<file path="src/assert_macros.svh">
// ---------------------------------------------------------------------------
// assert_macros
// Assertion helpers shared by the calculator RTL.
// ---------------------------------------------------------------------------
// Each macro expects signals named clk and rst_n in the enclosing module.
`ifndef ASSERT_MACROS_SVH
`define ASSERT_MACROS_SVH

// Same-cycle implication, checked at every rising edge out of reset.
`define ASSERT_IMPL(label, ante, cons, msg) \
  label: assert property (@(posedge clk) disable iff (!rst_n) (ante) |-> (cons)) \
    else $error(msg);

// Next-cycle implication, checked at every rising edge out of reset.
`define ASSERT_NEXT(label, ante, cons, msg) \
  label: assert property (@(posedge clk) disable iff (!rst_n) (ante) |=> (cons)) \
    else $error(msg);

`endif

</file>
<file path="src/lc_pkg.sv">
// ---------------------------------------------------------------------------
// lc_pkg
// Shared constants and controller/datapath handshake types for the
// left-to-right calculator.
// ---------------------------------------------------------------------------
package lc_pkg;

  localparam int DEFAULT_VALUE_WIDTH   = 64;
  localparam int DEFAULT_FRACTION_BITS = 24;
  localparam int CHAR_WIDTH            = 8;
  localparam int OUT_VALUE_WIDTH       = 64;
  localparam int STATUS_WIDTH          = 3;
  localparam int DIGIT_BASE            = 10;

  // Status codes.
  localparam logic [STATUS_WIDTH-1:0] ST_OK       = 3'd0;
  localparam logic [STATUS_WIDTH-1:0] ST_DIV0     = 3'd1;
  localparam logic [STATUS_WIDTH-1:0] ST_BADOP    = 3'd2;
  localparam logic [STATUS_WIDTH-1:0] ST_BADDIGIT = 3'd3;
  localparam logic [STATUS_WIDTH-1:0] ST_OVF      = 3'd4;

  // Pending operator codes.
  localparam logic [1:0] OP_ADD = 2'd0;
  localparam logic [1:0] OP_SUB = 2'd1;
  localparam logic [1:0] OP_MUL = 2'd2;
  localparam logic [1:0] OP_DIV = 2'd3;

  // ASCII characters of interest.
  localparam logic [CHAR_WIDTH-1:0] CH_NUL   = 8'h00;
  localparam logic [CHAR_WIDTH-1:0] CH_STAR  = 8'h2A;
  localparam logic [CHAR_WIDTH-1:0] CH_PLUS  = 8'h2B;
  localparam logic [CHAR_WIDTH-1:0] CH_MINUS = 8'h2D;
  localparam logic [CHAR_WIDTH-1:0] CH_SLASH = 8'h2F;
  localparam logic [CHAR_WIDTH-1:0] CH_ZERO  = 8'h30;
  localparam logic [CHAR_WIDTH-1:0] CH_NINE  = 8'h39;

  // Commands from the controller to the datapath.
  typedef struct packed {
    logic load;          // capture the incoming item
    logic take;          // decode the captured character
    logic start;         // launch the iterative multiply/divide
    logic commit_short;  // apply a pending operation without the iterative unit
    logic commit_long;   // apply the multiply/divide result
    logic finish;        // load the result register and clear the state
  } lc_cmd_t;

  // Status from the datapath to the controller.
  typedef struct packed {
    logic apply_req;  // the decoded character needs the pending op applied
    logic last;       // the captured item closes the expression
    logic long_op;    // the pending operation needs the iterative unit
    logic busy;       // the iterative unit is working
    logic done;       // the iterative unit has a result this cycle
  } lc_stat_t;

endpackage

</file>
<file path="src/lc_if.sv">
// ---------------------------------------------------------------------------
// lc_if
// Valid/ready stream interfaces for character input and result output.
// ---------------------------------------------------------------------------
interface lc_in_if;
  import lc_pkg::*;

  logic                  valid;
  logic                  ready;
  logic [CHAR_WIDTH-1:0] character;
  logic                  last;

  modport source (output valid, output character, output last, input ready);
  modport sink   (input valid, input character, input last, output ready);
endinterface

interface lc_out_if;
  import lc_pkg::*;

  logic                       valid;
  logic                       ready;
  logic [OUT_VALUE_WIDTH-1:0] value;
  logic [STATUS_WIDTH-1:0]    status;

  modport source (output valid, output value, output status, input ready);
  modport sink   (input valid, input value, input status, output ready);
endinterface

</file>
<file path="src/lc_ctrl.sv">
// ---------------------------------------------------------------------------
// lc_ctrl
// Sequencing state machine: capture, decode, apply, wait, deliver.
// ---------------------------------------------------------------------------
`include "assert_macros.svh"

module lc_ctrl (
  input  logic             clk,
  input  logic             rst_n,
  input  logic             in_valid,
  output logic             in_ready,
  output logic             out_valid,
  input  logic             out_ready,
  output lc_pkg::lc_cmd_t  cmd,
  input  lc_pkg::lc_stat_t stat
);
  import lc_pkg::*;

  localparam logic [2:0] S_IDLE   = 3'd0;
  localparam logic [2:0] S_TAKE   = 3'd1;
  localparam logic [2:0] S_APPLY  = 3'd2;
  localparam logic [2:0] S_WAIT   = 3'd3;
  localparam logic [2:0] S_FINISH = 3'd4;

  logic [2:0] state_r, state_nxt;
  logic       out_valid_r, out_valid_nxt;

  assign in_ready  = (state_r == S_IDLE);
  assign out_valid = out_valid_r;

  always_comb begin
    cmd           = '0;
    state_nxt     = state_r;
    out_valid_nxt = out_valid_r && !out_ready;
    case (state_r)
      S_IDLE: begin
        if (in_valid) begin
          cmd.load  = 1'b1;
          state_nxt = S_TAKE;
        end
      end
      S_TAKE: begin
        cmd.take = 1'b1;
        if (stat.apply_req) begin
          state_nxt = S_APPLY;
        end else if (stat.last) begin
          state_nxt = S_FINISH;
        end else begin
          state_nxt = S_IDLE;
        end
      end
      S_APPLY: begin
        if (stat.long_op) begin
          cmd.start = 1'b1;
          state_nxt = S_WAIT;
        end else begin
          cmd.commit_short = 1'b1;
          state_nxt        = stat.last ? S_FINISH : S_IDLE;
        end
      end
      S_WAIT: begin
        if (stat.done) begin
          cmd.commit_long = 1'b1;
          state_nxt       = stat.last ? S_FINISH : S_IDLE;
        end
      end
      S_FINISH: begin
        // The result register may still hold an untaken item.
        if (!out_valid_r || out_ready) begin
          cmd.finish    = 1'b1;
          out_valid_nxt = 1'b1;
          state_nxt     = S_IDLE;
        end
      end
      default: begin
        state_nxt = S_IDLE;
      end
    endcase
  end

  always_ff @(posedge clk) begin
    if (!rst_n) begin
      state_r     <= S_IDLE;
      out_valid_r <= 1'b0;
    end else begin
      state_r     <= state_nxt;
      out_valid_r <= out_valid_nxt;
    end
  end

  `ASSERT_IMPL(a_no_overwrite, cmd.finish, !out_valid_r || out_ready, "result overwritten")
  `ASSERT_IMPL(a_wait_has_work, state_r == S_WAIT, stat.busy || stat.done, "wait with idle unit")
  `ASSERT_NEXT(a_load_then_take, cmd.load, state_r == S_TAKE, "capture not followed by decode")

endmodule

</file>
<file path="src/lc_muldiv.sv">
// ---------------------------------------------------------------------------
// lc_muldiv
// Iterative fixed-point multiply (one bit per cycle, shift-add) and divide
// (one quotient bit per cycle, restoring), with a final saturation step.
// ---------------------------------------------------------------------------
`include "assert_macros.svh"

module lc_muldiv #(
  parameter int VALUE_WIDTH   = lc_pkg::DEFAULT_VALUE_WIDTH,
  parameter int FRACTION_BITS = lc_pkg::DEFAULT_FRACTION_BITS
) (
  input  logic                   clk,
  input  logic                   rst_n,
  input  logic                   start,
  input  logic                   is_div,
  input  logic [VALUE_WIDTH-1:0] a_in,   // signed total
  input  logic [VALUE_WIDTH-1:0] b_in,   // non-negative operand
  output logic                   busy,
  output logic                   done,
  output logic [VALUE_WIDTH-1:0] res,
  output logic                   ovf
);
  import lc_pkg::*;

  localparam int W  = VALUE_WIDTH;
  localparam int F  = FRACTION_BITS;
  localparam int PW = 2 * W;
  localparam int QW = W + F;
  localparam int MW = (PW > QW) ? PW : QW;
  localparam int CW = $clog2(QW + 1);
  localparam logic [W-1:0] LIM_POS = {1'b0, {(W-1){1'b1}}};
  localparam logic [W-1:0] LIM_NEG = {1'b1, {(W-1){1'b0}}};

  logic          run_r, fit_r, done_r;
  logic [CW-1:0] cnt_r;
  logic          div_r, neg_r;
  logic [W-1:0]  mb_r, rem_r, res_r;
  logic [PW-1:0] prod_r;
  logic [QW-1:0] nq_r;
  logic          ovf_r;

  logic [W-1:0]  ma;
  logic [W:0]    mul_sum;
  logic [W:0]    div_trial;
  logic          div_ge;
  logic [W:0]    div_diff;
  logic [MW-1:0] mag_full;
  logic [W-1:0]  lim, mag;
  logic          over;

  always_comb begin
    ma        = a_in[W-1] ? (~a_in + 1'b1) : a_in;
    mul_sum   = {1'b0, prod_r[PW-1:W]} + (prod_r[0] ? {1'b0, mb_r} : {(W+1){1'b0}});
    div_trial = {rem_r, nq_r[QW-1]};
    div_ge    = (div_trial >= {1'b0, mb_r});
    div_diff  = div_trial - {1'b0, mb_r};
    mag_full  = div_r ? MW'(nq_r) : MW'(prod_r >> F);
    lim       = neg_r ? LIM_NEG : LIM_POS;
    over      = (mag_full > MW'(lim));
    mag       = over ? lim : mag_full[W-1:0];
  end

  always_ff @(posedge clk) begin
    if (!rst_n) begin
      run_r  <= 1'b0;
      fit_r  <= 1'b0;
      done_r <= 1'b0;
    end else begin
      done_r <= 1'b0;
      if (start) begin
        run_r <= 1'b1;
      end else if (run_r && (cnt_r == CW'(1))) begin
        run_r <= 1'b0;
        fit_r <= 1'b1;
      end else if (fit_r) begin
        fit_r  <= 1'b0;
        done_r <= 1'b1;
      end
    end
  end

  always_ff @(posedge clk) begin
    if (start) begin
      div_r  <= is_div;
      neg_r  <= a_in[W-1];
      mb_r   <= b_in;
      prod_r <= {{W{1'b0}}, ma};
      nq_r   <= QW'(ma) << F;
      rem_r  <= '0;
      cnt_r  <= is_div ? CW'(QW) : CW'(W);
    end else if (run_r) begin
      cnt_r <= cnt_r - 1'b1;
      if (div_r) begin
        rem_r <= div_ge ? div_diff[W-1:0] : div_trial[W-1:0];
        nq_r  <= {nq_r[QW-2:0], div_ge};
      end else begin
        prod_r <= {mul_sum, prod_r[W-1:1]};
      end
    end
    if (fit_r) begin
      res_r <= neg_r ? (~mag + 1'b1) : mag;
      ovf_r <= over;
    end
  end

  assign busy = run_r | fit_r;
  assign done = done_r;
  assign res  = res_r;
  assign ovf  = ovf_r;

  `ASSERT_IMPL(a_start_when_free, start, !run_r && !fit_r && !done_r, "start while busy")
  `ASSERT_NEXT(a_done_pulse, done_r, !done_r && !run_r, "done held or unit restarted")

endmodule

</file>
<file path="src/lc_dpath.sv">
// ---------------------------------------------------------------------------
// lc_dpath
// Calculator datapath: character decode, operand build, running total,
// sticky status and the result register.
// ---------------------------------------------------------------------------
module lc_dpath #(
  parameter int VALUE_WIDTH   = lc_pkg::DEFAULT_VALUE_WIDTH,
  parameter int FRACTION_BITS = lc_pkg::DEFAULT_FRACTION_BITS
) (
  input  logic                                   clk,
  input  logic                                   rst_n,
  input  logic [lc_pkg::CHAR_WIDTH-1:0]          in_character,
  input  logic                                   in_last,
  input  lc_pkg::lc_cmd_t                        cmd,
  output lc_pkg::lc_stat_t                       stat,
  output logic [lc_pkg::OUT_VALUE_WIDTH-1:0]     out_value,
  output logic [lc_pkg::STATUS_WIDTH-1:0]        out_status
);
  import lc_pkg::*;

  localparam int W  = VALUE_WIDTH;
  localparam int F  = FRACTION_BITS;
  localparam int DW = W + F + 5;
  localparam logic [W-1:0] LIM_POS = {1'b0, {(W-1){1'b1}}};
  localparam logic [W-1:0] LIM_NEG = {1'b1, {(W-1){1'b0}}};

  function automatic logic [STATUS_WIDTH-1:0] flagged(
    input logic [STATUS_WIDTH-1:0] cur,
    input logic [STATUS_WIDTH-1:0] code
  );
    return (cur == ST_OK) ? code : cur;
  endfunction

  logic [CHAR_WIDTH-1:0]      char_r;
  logic                       last_r;
  logic [W-1:0]               total_r, opnd_r;
  logic [1:0]                 pend_r, newop_r;
  logic                       first_r, need_r, endbad_r;
  logic [STATUS_WIDTH-1:0]    stat_r;
  logic [OUT_VALUE_WIDTH-1:0] out_value_r;
  logic [STATUS_WIDTH-1:0]    out_status_r;

  logic                       is_nul, is_digit, is_op, take_op, need_after;
  logic [3:0]                 digit_val;
  logic [DW-1:0]              digit_sum;
  logic                       digit_ovf;
  logic [1:0]                 op_code;
  logic [W:0]                 as_sum;
  logic                       as_ovf;
  logic [W-1:0]               as_res;
  logic                       md_busy, md_done, md_ovf;
  logic [W-1:0]               md_res;

  // Character decode against the state left by earlier characters.
  always_comb begin
    is_nul     = (char_r == CH_NUL);
    is_digit   = char_r inside {[CH_ZERO:CH_NINE]};
    is_op      = char_r inside {CH_PLUS, CH_MINUS, CH_STAR, CH_SLASH};
    take_op    = !is_nul && !is_digit && !need_r && is_op;
    need_after = is_digit ? 1'b0 : (take_op ? 1'b1 : need_r);
    digit_val  = 4'(char_r - CH_ZERO);
    digit_sum  = DW'(opnd_r) * DW'(DIGIT_BASE) + (DW'(digit_val) << F);
    digit_ovf  = |digit_sum[DW-1:W-1];
    case (char_r)
      CH_PLUS:  op_code = OP_ADD;
      CH_MINUS: op_code = OP_SUB;
      CH_STAR:  op_code = OP_MUL;
      default:  op_code = OP_DIV;
    endcase
  end

  // Saturating add or subtract of the non-negative operand.
  always_comb begin
    if (pend_r == OP_SUB) begin
      as_sum = {total_r[W-1], total_r} - {1'b0, opnd_r};
    end else begin
      as_sum = {total_r[W-1], total_r} + {1'b0, opnd_r};
    end
    as_ovf = (as_sum[W] != as_sum[W-1]);
    as_res = as_ovf ? (as_sum[W] ? LIM_NEG : LIM_POS) : as_sum[W-1:0];
  end

  lc_muldiv #(
    .VALUE_WIDTH  (VALUE_WIDTH),
    .FRACTION_BITS(FRACTION_BITS)
  ) u_muldiv (
    .clk   (clk),
    .rst_n (rst_n),
    .start (cmd.start),
    .is_div(pend_r == OP_DIV),
    .a_in  (total_r),
    .b_in  (opnd_r),
    .busy  (md_busy),
    .done  (md_done),
    .res   (md_res),
    .ovf   (md_ovf)
  );

  always_comb begin
    stat.apply_req = take_op || (last_r && !need_after);
    stat.last      = last_r;
    stat.long_op   = !first_r && ((pend_r == OP_MUL) || ((pend_r == OP_DIV) && (|opnd_r)));
    stat.busy      = md_busy;
    stat.done      = md_done;
  end

  always_ff @(posedge clk) begin
    if (cmd.load) begin
      char_r <= in_character;
      last_r <= in_last;
    end
    if (cmd.take) begin
      newop_r  <= op_code;
      endbad_r <= last_r && need_after;
    end
    if (cmd.finish) begin
      out_value_r  <= OUT_VALUE_WIDTH'($signed(total_r));
      out_status_r <= endbad_r ? flagged(stat_r, ST_BADDIGIT) : stat_r;
    end
  end

  always_ff @(posedge clk) begin
    if (!rst_n || cmd.finish) begin
      total_r <= '0;
      opnd_r  <= '0;
      pend_r  <= OP_ADD;
      first_r <= 1'b1;
      need_r  <= 1'b1;
      stat_r  <= ST_OK;
    end else if (cmd.take) begin
      if (is_digit) begin
        opnd_r <= digit_ovf ? LIM_POS : digit_sum[W-1:0];
        need_r <= 1'b0;
        if (digit_ovf) begin
          stat_r <= flagged(stat_r, ST_OVF);
        end
      end else if (!is_nul && need_r) begin
        stat_r <= flagged(stat_r, ST_BADDIGIT);
      end else if (!is_nul && !is_op) begin
        stat_r <= flagged(stat_r, ST_BADOP);
      end
    end else if (cmd.commit_short || cmd.commit_long) begin
      if (cmd.commit_long) begin
        total_r <= md_res;
        if (md_ovf) begin
          stat_r <= flagged(stat_r, ST_OVF);
        end
      end else if (first_r) begin
        total_r <= opnd_r;
      end else if ((pend_r == OP_ADD) || (pend_r == OP_SUB)) begin
        total_r <= as_res;
        if (as_ovf) begin
          stat_r <= flagged(stat_r, ST_OVF);
        end
      end else begin
        // Division by zero keeps the total.
        stat_r <= flagged(stat_r, ST_DIV0);
      end
      pend_r  <= newop_r;
      opnd_r  <= '0;
      need_r  <= 1'b1;
      first_r <= 1'b0;
    end
  end

  assign out_value  = out_value_r;
  assign out_status = out_status_r;

endmodule

</file>
<file path="src/left_to_right_calculator.sv">
// ---------------------------------------------------------------------------
// left_to_right_calculator
// Four-function calculator that evaluates an ASCII expression strictly left
// to right and returns a saturated signed fixed-point total with a status.
// ---------------------------------------------------------------------------
//
//   Channel      Dir  Payload               Item
//   in_stream    in   character[7:0], last  one character of the expression
//   out_stream   out  value[63:0], status   one result per expression
//
// A digit, a NUL or an error character is captured and decoded before the
// block is ready again. An operator that closes the first operand, an add or
// a subtract, or a divide by zero adds an apply step. A multiply or a divide
// also waits for the iterative unit, which works one bit per cycle and then
// saturates (the default format is Q39.24). The character that closes an
// expression adds a finish step that loads the result register. Reset is
// synchronous and active low; it clears the total, the operand and the
// status. While a result waits in the output register the block keeps
// taking characters, and it stalls only when a second result is ready
// before the first one has been taken.
// ---------------------------------------------------------------------------
module left_to_right_calculator #(
  parameter int VALUE_WIDTH   = lc_pkg::DEFAULT_VALUE_WIDTH,
  parameter int FRACTION_BITS = lc_pkg::DEFAULT_FRACTION_BITS
) (
  input  logic     clk,
  input  logic     rst_n,
  lc_in_if.sink    in_stream,
  lc_out_if.source out_stream
);
  import lc_pkg::*;

  lc_cmd_t  cmd;
  lc_stat_t stat;

  // The controller owns the handshakes and the sequence of steps for each
  // item; the datapath only acts on the command bits it receives.
  lc_ctrl u_ctrl (
    .clk      (clk),
    .rst_n    (rst_n),
    .in_valid (in_stream.valid),
    .in_ready (in_stream.ready),
    .out_valid(out_stream.valid),
    .out_ready(out_stream.ready),
    .cmd      (cmd),
    .stat     (stat)
  );

  // The datapath holds the expression state and the result register, and
  // contains the shared iterative multiply/divide unit.
  lc_dpath #(
    .VALUE_WIDTH  (VALUE_WIDTH),
    .FRACTION_BITS(FRACTION_BITS)
  ) u_dpath (
    .clk         (clk),
    .rst_n       (rst_n),
    .in_character(in_stream.character),
    .in_last     (in_stream.last),
    .cmd         (cmd),
    .stat        (stat),
    .out_value   (out_stream.value),
    .out_status  (out_stream.status)
  );

endmodule
</file>
<file path="src/flat_wrapper.sv">
// flat-port wrapper written by rule: the top's interface ports become plain ports
module left_to_right_calculator_flat import lc_pkg::*;
#(
  parameter int VALUE_WIDTH   = lc_pkg::DEFAULT_VALUE_WIDTH,
  parameter int FRACTION_BITS = lc_pkg::DEFAULT_FRACTION_BITS
)
  (clk, rst_n, in_stream_valid, in_stream_character, in_stream_last, in_stream_ready, out_stream_valid, out_stream_value, out_stream_status, out_stream_ready);
  lc_in_if in_stream_i ();
  lc_out_if out_stream_i ();
  input  logic clk;
  input  logic rst_n;
  input wire logic [$bits(in_stream_i.valid)-1:0] in_stream_valid;
  input wire logic [$bits(in_stream_i.character)-1:0] in_stream_character;
  input wire logic [$bits(in_stream_i.last)-1:0] in_stream_last;
  output wire logic [$bits(in_stream_i.ready)-1:0] in_stream_ready;
  output wire logic [$bits(out_stream_i.valid)-1:0] out_stream_valid;
  output wire logic [$bits(out_stream_i.value)-1:0] out_stream_value;
  output wire logic [$bits(out_stream_i.status)-1:0] out_stream_status;
  input wire logic [$bits(out_stream_i.ready)-1:0] out_stream_ready;
  assign in_stream_i.valid = in_stream_valid;
  assign in_stream_i.character = in_stream_character;
  assign in_stream_i.last = in_stream_last;
  assign in_stream_ready = in_stream_i.ready;
  assign out_stream_valid = out_stream_i.valid;
  assign out_stream_value = out_stream_i.value;
  assign out_stream_status = out_stream_i.status;
  assign out_stream_i.ready = out_stream_ready;
  left_to_right_calculator #(.VALUE_WIDTH(VALUE_WIDTH), .FRACTION_BITS(FRACTION_BITS)) u_core (.clk(clk), .rst_n(rst_n), .in_stream(in_stream_i), .out_stream(out_stream_i));
endmodule
</file>
<file path="config.mk">
export PLATFORM = sky130hd
export DESIGN_NAME = left_to_right_calculator_flat
export DESIGN_NICKNAME = d
export VERILOG_FILES = /design/src/lc_pkg.sv /design/src/lc_if.sv /design/src/lc_ctrl.sv /design/src/lc_muldiv.sv /design/src/lc_dpath.sv /design/src/left_to_right_calculator.sv /design/src/flat_wrapper.sv
export VERILOG_INCLUDE_DIRS = /design/src /design/src/src
export SDC_FILE = /design/constraint.sdc
export NUM_CORES = 2
export LEC_CHECK = 0
export BUFFER_PORTS_ARGS = -buffer_cell sky130_fd_sc_hd__buf_2
export CAP_MARGIN = 40
export CORE_UTILIZATION = 45
export CTS_BUF_LIST = sky130_fd_sc_hd__clkbuf_16
export DETAILED_ROUTE_END_ITERATION = 8
export PLACE_DENSITY = 0.72
export SYNTH_ARGS = -nofsm -noshare
export SYNTH_HDL_FRONTEND = slang
export SYNTH_SLANG_ARGS = --single-unit
</file>
<file path="constraint.sdc">
create_clock -name clk -period 17.4 [get_ports clk]
set_input_delay 2.61 -clock clk [delete_from_list [all_inputs] [get_ports clk]]
set_output_delay 2.61 -clock clk [all_outputs]
set_load 0.01 [all_outputs]
</file>
# Yosys cells after proc, flatten, opt, wreduce, memory -nomap -nowiden

Cells that the tools add are included.

Word-level logic and storage cells: 192
Output and inout port bits: 69
Bits of input ports: 13
Register bits: 639

Multiply operators: 1
$lt $le $gt $ge: 4
Add/subtract/negate cells: 9
Bitwise gates (word level): 5
Mux-type cells: 71
Eq/ne operators: 24
Reduce and logical (&&, ||, !) cells: 50

Operator list:

| kind                                                                  | count |
|---|---|
| 64-bit 2-to-1 mux                                                     | 18 |
| 88-bit 2-to-1 mux                                                     | 3 |
| 64-bit by 1-bit adder with 64-bit output (second input constant)      | 2 |
| 128-bit by 64-bit greater-than comparator with 1-bit output           | 1 |
| 64-bit NOT                                                            | 2 |
| 104-bit 2-to-1 mux                                                    | 1 |
| 68-bit by 28-bit adder with 69-bit output                             | 1 |
| 64-bit by 3-bit multiplier with 67-bit output (second input constant) | 1 |
| 3-bit 2-to-1 mux                                                      | 22 |
| 64-bit by 64-bit adder with 65-bit output                             | 1 |
| 65-bit by 64-bit adder with 65-bit output                             | 1 |
| 65-bit by 64-bit >= comparator with 1-bit output                      | 1 |
| 65-bit 2-to-1 mux                                                     | 1 |
| 65-bit by 64-bit subtractor with 65-bit output                        | 1 |
| 64-bit OR reduction                                                   | 1 |
| 64-bit subtractor                                                     | 1 |
| 8-bit by 6-bit == test with 1-bit output (second input constant)      | 4 |
| 30-bit OR reduction                                                   | 1 |
| 1-bit 2-to-1 mux                                                      | 20 |
| 3-bit one-hot mux with 5 select lines                                 | 1 |
| 7-bit 2-to-1 mux                                                      | 2 |
| 1-bit logical AND                                                     | 12 |
| 2-bit AND reduction                                                   | 6 |
| 1-bit zero test                                                       | 9 |
| other kinds (32)                                                      | 51 |

# Longest topological paths before layout

Depth after elaboration: 13
Gate-level depth with buffers: 35
Gate-level depth less buffers: 28

# Modules after synthesis

A second synthesis with hierarchy kept.

Cells, all modules: 6043
Area, all modules: 49776.5 µm²

By module, submodules not included:

| module    | area each (µm²) | times used | cells an instance | sequential area each (µm²) |
|---|---|---|---|---|
| lc_muldiv | 29527.1         | 1          | 3540              | 11090.6 |
| lc_dpath  | 19970.4         | 1          | 2469              | 5074.9 |
| lc_ctrl   | 279.0           | 1          | 34                | 80.1 |

# Least setup slack after synthesis

No wires, ideal clock.

Path type: reg2reg
From: reg u_core.u_dpath.u_muldiv.div_r
To: reg u_core.u_dpath.u_muldiv.res_r[56], in the netlist u_core.u_dpath.u_muldiv.res[56] (data pin)
Path buffers: 11
Arrival: 8180 ps
Setup time: 254 ps
Cell stages (with the launch flop): 36
Period minus slack after synthesis: 8434 ps
Path slack: 8966 ps
Data required time: 17146 ps
Cell sequence: edfxtp_1 clkbuf_1 buf_2 buf_2 buf_2 buf_2 buf_1 buf_1 clkbuf_1 mux2i_1 inv_1 ha_1 a21o_1 a21o_1 a21oi_1 o21ai_0 a221oi_1 o221ai_1 a2111oi_0 a21oi_1 nor2_1 clkbuf_1 clkbuf_1 clkbuf_1 a21oi_1 inv_1 ha_1 nand3_1 nor3_1 nand3_1 nor4_1 a31oi_1 a21oi_1 o2111ai_1 a211o_1 o21a_1

Longest elaborated chain between the ends: 6

RTL lines:

| element                                                     | RTL line         | RTL |
|---|---|---|
| start: declaration                                          | lc_muldiv.sv:36  | `logic div_r, neg_r;` |
| start signal: assignment                                    | lc_muldiv.sv:84  | `div_r <= is_div;` |
| 104-bit 2-to-1 mux *                                        | lc_muldiv.sv:57  | `mag_full = div_r ? MW'(nq_r) : MW'(prod_r >> F);` |
| 128-bit by 64-bit greater-than comparator with 1-bit output | lc_muldiv.sv:59  | `over = (mag_full > MW'(lim));` |
| 64-bit 2-to-1 mux *                                         | lc_muldiv.sv:60  | `mag = over ? lim : mag_full[W-1:0];` |
| net u_core.u_dpath.u_muldiv.mag[0]                          | lc_muldiv.sv:48  | `logic [W-1:0] lim, mag;` |
| 64-bit NOT *                                                | lc_muldiv.sv:101 | `res_r <= neg_r ? (~mag + 1'b1) : mag;` |
| 64-bit by 1-bit adder with 64-bit output *                  | lc_muldiv.sv:101 |  |
| 64-bit 2-to-1 mux *                                         | lc_muldiv.sv:101 |  |
| end signal: assignment                                      | lc_muldiv.sv:101 |  |
| end: declaration                                            | lc_muldiv.sv:37  | `logic [W-1:0] mb_r, rem_r, res_r;` |

The timed path passes the listed nets; every way through them passes the cells marked *.
A chain may end at the register's enable or synchronous reset.

# Worst setup path in the final report

Ends and elaborated chain as after synthesis.

==> impl_summary.txt <==
----------------------------------------------------
[Finish]
  Final-layout fill cell count ... 9999
  Final nets ... 6032
  Relative area change from synthesis to final layout ... 8.98%
  Fraction of layout cells with a size suffix above 1 ... 0.0740

[Yosys]
  Yosys warnings ... 0
  Seq cells post-synth ... 639
  Syn nets ... roughly 6100
  Post-synthesis area per instance ... 8.46 µm²
  Netlist area before placement ... 48100 µm²
  Distinct cell type count of the synthesized netlist ... 89
  Share of flip-flops with an asynchronous set or reset ... 0
  Number of standard cells after synthesis ... about 5700
  Cell type with the highest aggregate area in the netlist ... sky130_fd_sc_hd__edfxtp_1
  Leading register cell type out of synthesis ... sky130_fd_sc_hd__edfxtp_1
  EDFF count, synth ... ~350
  Top-area cell type share of the netlist area ... 0.215
  Sequential share of the synthesized area ... 0.338
  Top cells by area in the synthesized netlist ... sky130_fd_sc_hd__edfxtp_1 (22%), sky130_fd_sc_hd__dfxtp_1 (12%), sky130_fd_sc_hd__ha_1 (10%), sky130_fd_sc_hd__a21oi_1 (6.7%), sky130_fd_sc_hd__o21ai_0 (4.7%)

[Flow run]
  Maximum capacitance violations ... 0

[Routing]
  DRC violation total after the first TritonRoute iteration ... 5333
  Pre-Repair DR Iteration Count ... 8
  DRT antenna net count ... 0
  Count of unresolved DRC violations after routing ... 14
  Detailed-route via count ... 45100
  Per-cell routed wire length ... 23.7 µm
  Total detailed-routing wirelength ... roughly 170000 µm
  Post-detailed-route via-to-cell ratio ... about 6.4

[Setup path]
  Largest stage delay, worst path ... 610 ps
  Type of the worst setup path ... reg2reg
  Crit Reg-Reg Endpoint ... u_core.u_dpath.u_muldiv.res[56]
  Type of destination of the critical path ... register
  Maximum fanout count along the critical path ... 39
  Crit path top cell by count ... sky130_fd_sc_hd__buf_4
  Launch instance of the worst register-to-register path ... u_core.u_dpath.u_muldiv.div_r
  Data arrival time at the worst-slack endpoint ... 8730 ps
  CP Launch Type ... register
  Flop2flop setup slack ... 9110 ps
  Largest delay contributor family on the critical path ... compound AO/OA/AOI/OAI gates
  R2r worst-path depth ... 30
  Buffer and inverter count on the worst path ... 9
  Critical path required time ... between 15000 and 20000 ps
  Cell type of the slowest stage on the worst timing path ... sky130_fd_sc_hd__mux2i_1

[Power and ir drop]
  VDD IR max ... 0.0852 mV
  Net switching component of the power ... a little under 1000 µW
  Combinational fraction of design power ... 0.122
  Sequential power share ... 0.434
  Static Leakage ... 0.0224 µW
  Fraction of power spent switching nets ... 0.265
  Clock power share ... 0.444
  P per Cell Area ... 70.1 nW/µm²
  Total Power ... about 3700 µW
  Design internal power ... 2700 µW

[Timing]
  Clock period minus worst slack ... roughly 8300 ps
  RSZ-0062 raised after global routing ... false
  Worst max-slew margin expressed relative to the limit ... 0.316
  Slew of the pin with the lowest slew margin ... between 1000 and 1500 ps
  Total of endpoints with negative setup slack in the final report ... 0
  Setup total negative slack ... 0 ps
  Final Skew ... between 30 and 40 ps
  Peak Freq ... between 0.1 and 0.15 GHz
  Pins over their slew limit ... 0
  Final count of hold timing violations ... 0
  Period utilisation layout ... 0.477

[Global routing]
  Pin count of the biggest net entering global routing ... 154
  Total global routing overflow ... 0
  Antenna violations before repair ... 15
  Global-route wire length before repair ... 252000 µm
  Overall routing resource usage ... 0.302
  Via count of the first global-routing pass ... 41200

[Placed design]
  Count of buffers inserted at the top-level ports ... 81
  GPL Wtd Cong ... between 1 and 1.5
  Half-perimeter wire length after detailed placement ... 126000 µm

[Worst hold path]
  Class of the worst hold path ... reg2reg
  Critical hold path startpoint ... u_core.u_dpath.u_muldiv.nq_r[4]
  Cell depth of the worst min-delay path ... 2
  Worst Hold Endpoint ... u_core.u_dpath.u_muldiv.nq_r[5]

[Clock tree]
  Clock Sinks ... 639
  Cells resized by post-CTS repair ... 0
  Number of buffers inserted during clock tree synthesis ... 75
  TritonCTS clock tree ... done
  Worst skew pair latency ... 670 ps
  Clock-pin slew of the registers on the worst-case setup and hold paths ... 60 ps
  CTS Buffer Depth ... 3
  Post CTS Setup Buffer Count ... 0
  H-tree level count ... 3
  CTS Root Buffer Type ... sky130_fd_sc_hd__clkbuf_16
  CTS hold repair buffers ... 0

[Floorplanning]
  Number of placement rows ... 119
  Count of pins on the block boundary ... a little over 80
  Placeable core region ... 106000 µm²
  Die W ... between 300 and 400 µm
  Vertical extent of the die ... 329 µm
  Initial core utilization ... 0.455
  Overall die area ... around 110000 µm²

[Status]
  Violations in the final reports ... design-rule violations
  Outcome ... finished with violations

----------------------------------------------------
## flip-flops by register name (all words and copies together) (netlist names), 8 cells and up
register                        cells
u_core.u_dpath.u_muldiv.prod_r    128
u_core.u_dpath.u_muldiv.nq_r       88
u_core.u_dpath.opnd_r              64
u_core.u_dpath.out_value           64
u_core.u_dpath.total_r             64
u_core.u_dpath.u_muldiv.mb_r       64
u_core.u_dpath.u_muldiv.rem_r      64
u_core.u_dpath.u_muldiv.res        64
u_core.u_dpath.char_r               8
## worst max path at each step
stage | slack [ps] | start | endpoint | cells after the start
floorplan | 8970 | u_core.u_dpath.u_muldiv.div_r | u_core.u_dpath.u_muldiv.res[56] | 35
global placement | 9370 | u_core.u_dpath.u_muldiv.div_r | u_core.u_dpath.u_muldiv.res[56] | 29
detailed placement | 9350 | u_core.u_dpath.u_muldiv.div_r | u_core.u_dpath.u_muldiv.res[56] | 30
CTS | 9340 | u_core.u_dpath.u_muldiv.div_r | u_core.u_dpath.u_muldiv.res[56] | 30
global route | 8490 | u_core.u_dpath.opnd_r[12] | u_core.u_dpath.total_r[38] | 26
finish | 9110 | u_core.u_dpath.u_muldiv.div_r | u_core.u_dpath.u_muldiv.res[56] | 30
## cells in the mapped netlist (24+ instances only)
library cell,n
sky130_fd_sc_hd__o31ai_1,53
sky130_fd_sc_hd__o21a_1,40
sky130_fd_sc_hd__nand2b_1,53
sky130_fd_sc_hd__nand3_1,123
sky130_fd_sc_hd__nor3_1,206
sky130_fd_sc_hd__nor4_1,51
sky130_fd_sc_hd__a31oi_1,55
sky130_fd_sc_hd__xnor2_1,219
sky130_fd_sc_hd__and2_1,90
sky130_fd_sc_hd__o21ai_0,455
sky130_fd_sc_hd__xor2_1,166
sky130_fd_sc_hd__o21bai_1,42
sky130_fd_sc_hd__nor2_1,374
sky130_fd_sc_hd__a31o_2,53
sky130_fd_sc_hd__nor2b_1,45
sky130_fd_sc_hd__or2_2,29
sky130_fd_sc_hd__nand4_1,75
sky130_fd_sc_hd__o211ai_1,28
sky130_fd_sc_hd__mux2_2,30
sky130_fd_sc_hd__edfxtp_1,345
sky130_fd_sc_hd__dfxtp_1,294
sky130_fd_sc_hd__or4_1,24
sky130_fd_sc_hd__a211oi_1,48
sky130_fd_sc_hd__and3_1,42
sky130_fd_sc_hd__clkbuf_1,261
sky130_fd_sc_hd__ha_1,389
sky130_fd_sc_hd__or3_1,32
sky130_fd_sc_hd__nand2_1,480
sky130_fd_sc_hd__a21o_1,266
sky130_fd_sc_hd__a21oi_1,642
sky130_fd_sc_hd__mux2i_1,88
sky130_fd_sc_hd__maj3_1,37
sky130_fd_sc_hd__a221oi_1,36
sky130_fd_sc_hd__inv_1,236
## power by group through the flow
stage          clock, µW  combinational [µW]  sequential, µW
4_1_cts             1650                 437            1590
3_3_place_gp           0                 434            1630
6_report            1630                 449            1590
2_1_floorplan          0                 335            1620
3_5_place_dp           0                 434            1630
5_1_grt             1710                 484            1590
## kinds of logic after synthesis
| kind of cell | count (synthesis) | synth area share |
|---|---|---|
| flip-flops | 639 | 0.338 |
| XOR/XNOR | 385 | 0.0701 |
| AND/OR/NAND/NOR | 1695 | 0.172 |
| buffers and inverters | 529 | 0.0415 |
| AO/OA/AOI/OAI | 1890 | 0.242 |
| multiplexers | 118 | 0.0253 |
| adder cells (fa/ha/maj) | 431 | 0.111 |
## per-layer routing
layer | global-route usage | share of wire
met1 | 0.418 | 0.42
met2 | 0.457 | 0.43
met3 | 0.0677 | 0.11
met4 | 0.119 | 0.043
met5 | 0 | 0.00031
## metrics by stage
step | cell area (µm²) | instances | worst slack (ps) | hold WS, ps | utilization
finish | 52400 | 7083 | 9110 | 469 | 0.496
global route | 52400 | 7078 | 8490 | 488 | 0.496
CTS | 52400 | 7078 | 9340 | 471 | 0.496
detailed placement | 49900 | 6939 | 9350 | 463 | 0.472
global placement | 49700 | 6924 | 9370 | 452 | 0.470
floorplan | 48100 | 5687 | 8970 | 430 | -
## cell type report
class | instances | area [µm²] | area share
Antenna cell | 5 | 12.5 | 0.000239
Clock buffer | 78 | 1950 | 0.0372
Clock inverter | 61 | 551 | 0.0105
Inverter | 237 | 896 | 0.0171
Multi-Input combinational cell | 4519 | 30000 | 0.572
Sequential cell | 639 | 16300 | 0.310
Tap cell | 1391 | 1740 | 0.0332
Timing Repair Buffer | 153 | 1060 | 0.0202
## worst register-to-register path, delay by kind of cell, from the launching register on
family                   cells  cell delay, ps
AND/OR/NAND/NOR              9            1930
AO/OA/AOI/OAI                9            2540
multiplexers                 1             630
adder cells (fa/ha/maj)      2             560
buffers and inverters        9            2130
flip-flops                   1             320
## layout by cell type, fill, tap and decap left out, types with 30 or more instances in the layout
| cell | count |
|---|---|
| sky130_fd_sc_hd__a211oi_1 | 47 |
| sky130_fd_sc_hd__a21o_1 | 266 |
| sky130_fd_sc_hd__a21oi_1 | 642 |
| sky130_fd_sc_hd__a221oi_1 | 36 |
| sky130_fd_sc_hd__a31o_2 | 53 |
| sky130_fd_sc_hd__a31oi_1 | 55 |
| sky130_fd_sc_hd__and2_1 | 87 |
| sky130_fd_sc_hd__and3_1 | 41 |
| sky130_fd_sc_hd__buf_2 | 85 |
| sky130_fd_sc_hd__buf_4 | 57 |
| sky130_fd_sc_hd__clkbuf_16 | 78 |
| sky130_fd_sc_hd__dfxtp_1 | 291 |
| sky130_fd_sc_hd__edfxtp_1 | 345 |
| sky130_fd_sc_hd__ha_1 | 389 |
| sky130_fd_sc_hd__inv_1 | 251 |
| sky130_fd_sc_hd__maj3_1 | 37 |
| sky130_fd_sc_hd__mux2_2 | 30 |
| sky130_fd_sc_hd__mux2i_1 | 88 |
| sky130_fd_sc_hd__nand2_1 | 478 |
| sky130_fd_sc_hd__nand2b_1 | 52 |
| sky130_fd_sc_hd__nand3_1 | 123 |
| sky130_fd_sc_hd__nand4_1 | 75 |
| sky130_fd_sc_hd__nor2_1 | 371 |
| sky130_fd_sc_hd__nor2b_1 | 43 |
| sky130_fd_sc_hd__nor3_1 | 206 |
| sky130_fd_sc_hd__nor4_1 | 51 |
| sky130_fd_sc_hd__o21a_1 | 38 |
| sky130_fd_sc_hd__o21ai_0 | 454 |
| sky130_fd_sc_hd__o21bai_1 | 42 |
| sky130_fd_sc_hd__o31ai_1 | 52 |
| sky130_fd_sc_hd__or3_1 | 31 |
| sky130_fd_sc_hd__xnor2_1 | 219 |
| sky130_fd_sc_hd__xor2_1 | 166 |
Note: power is estimated with default switching activity, not from simulation.
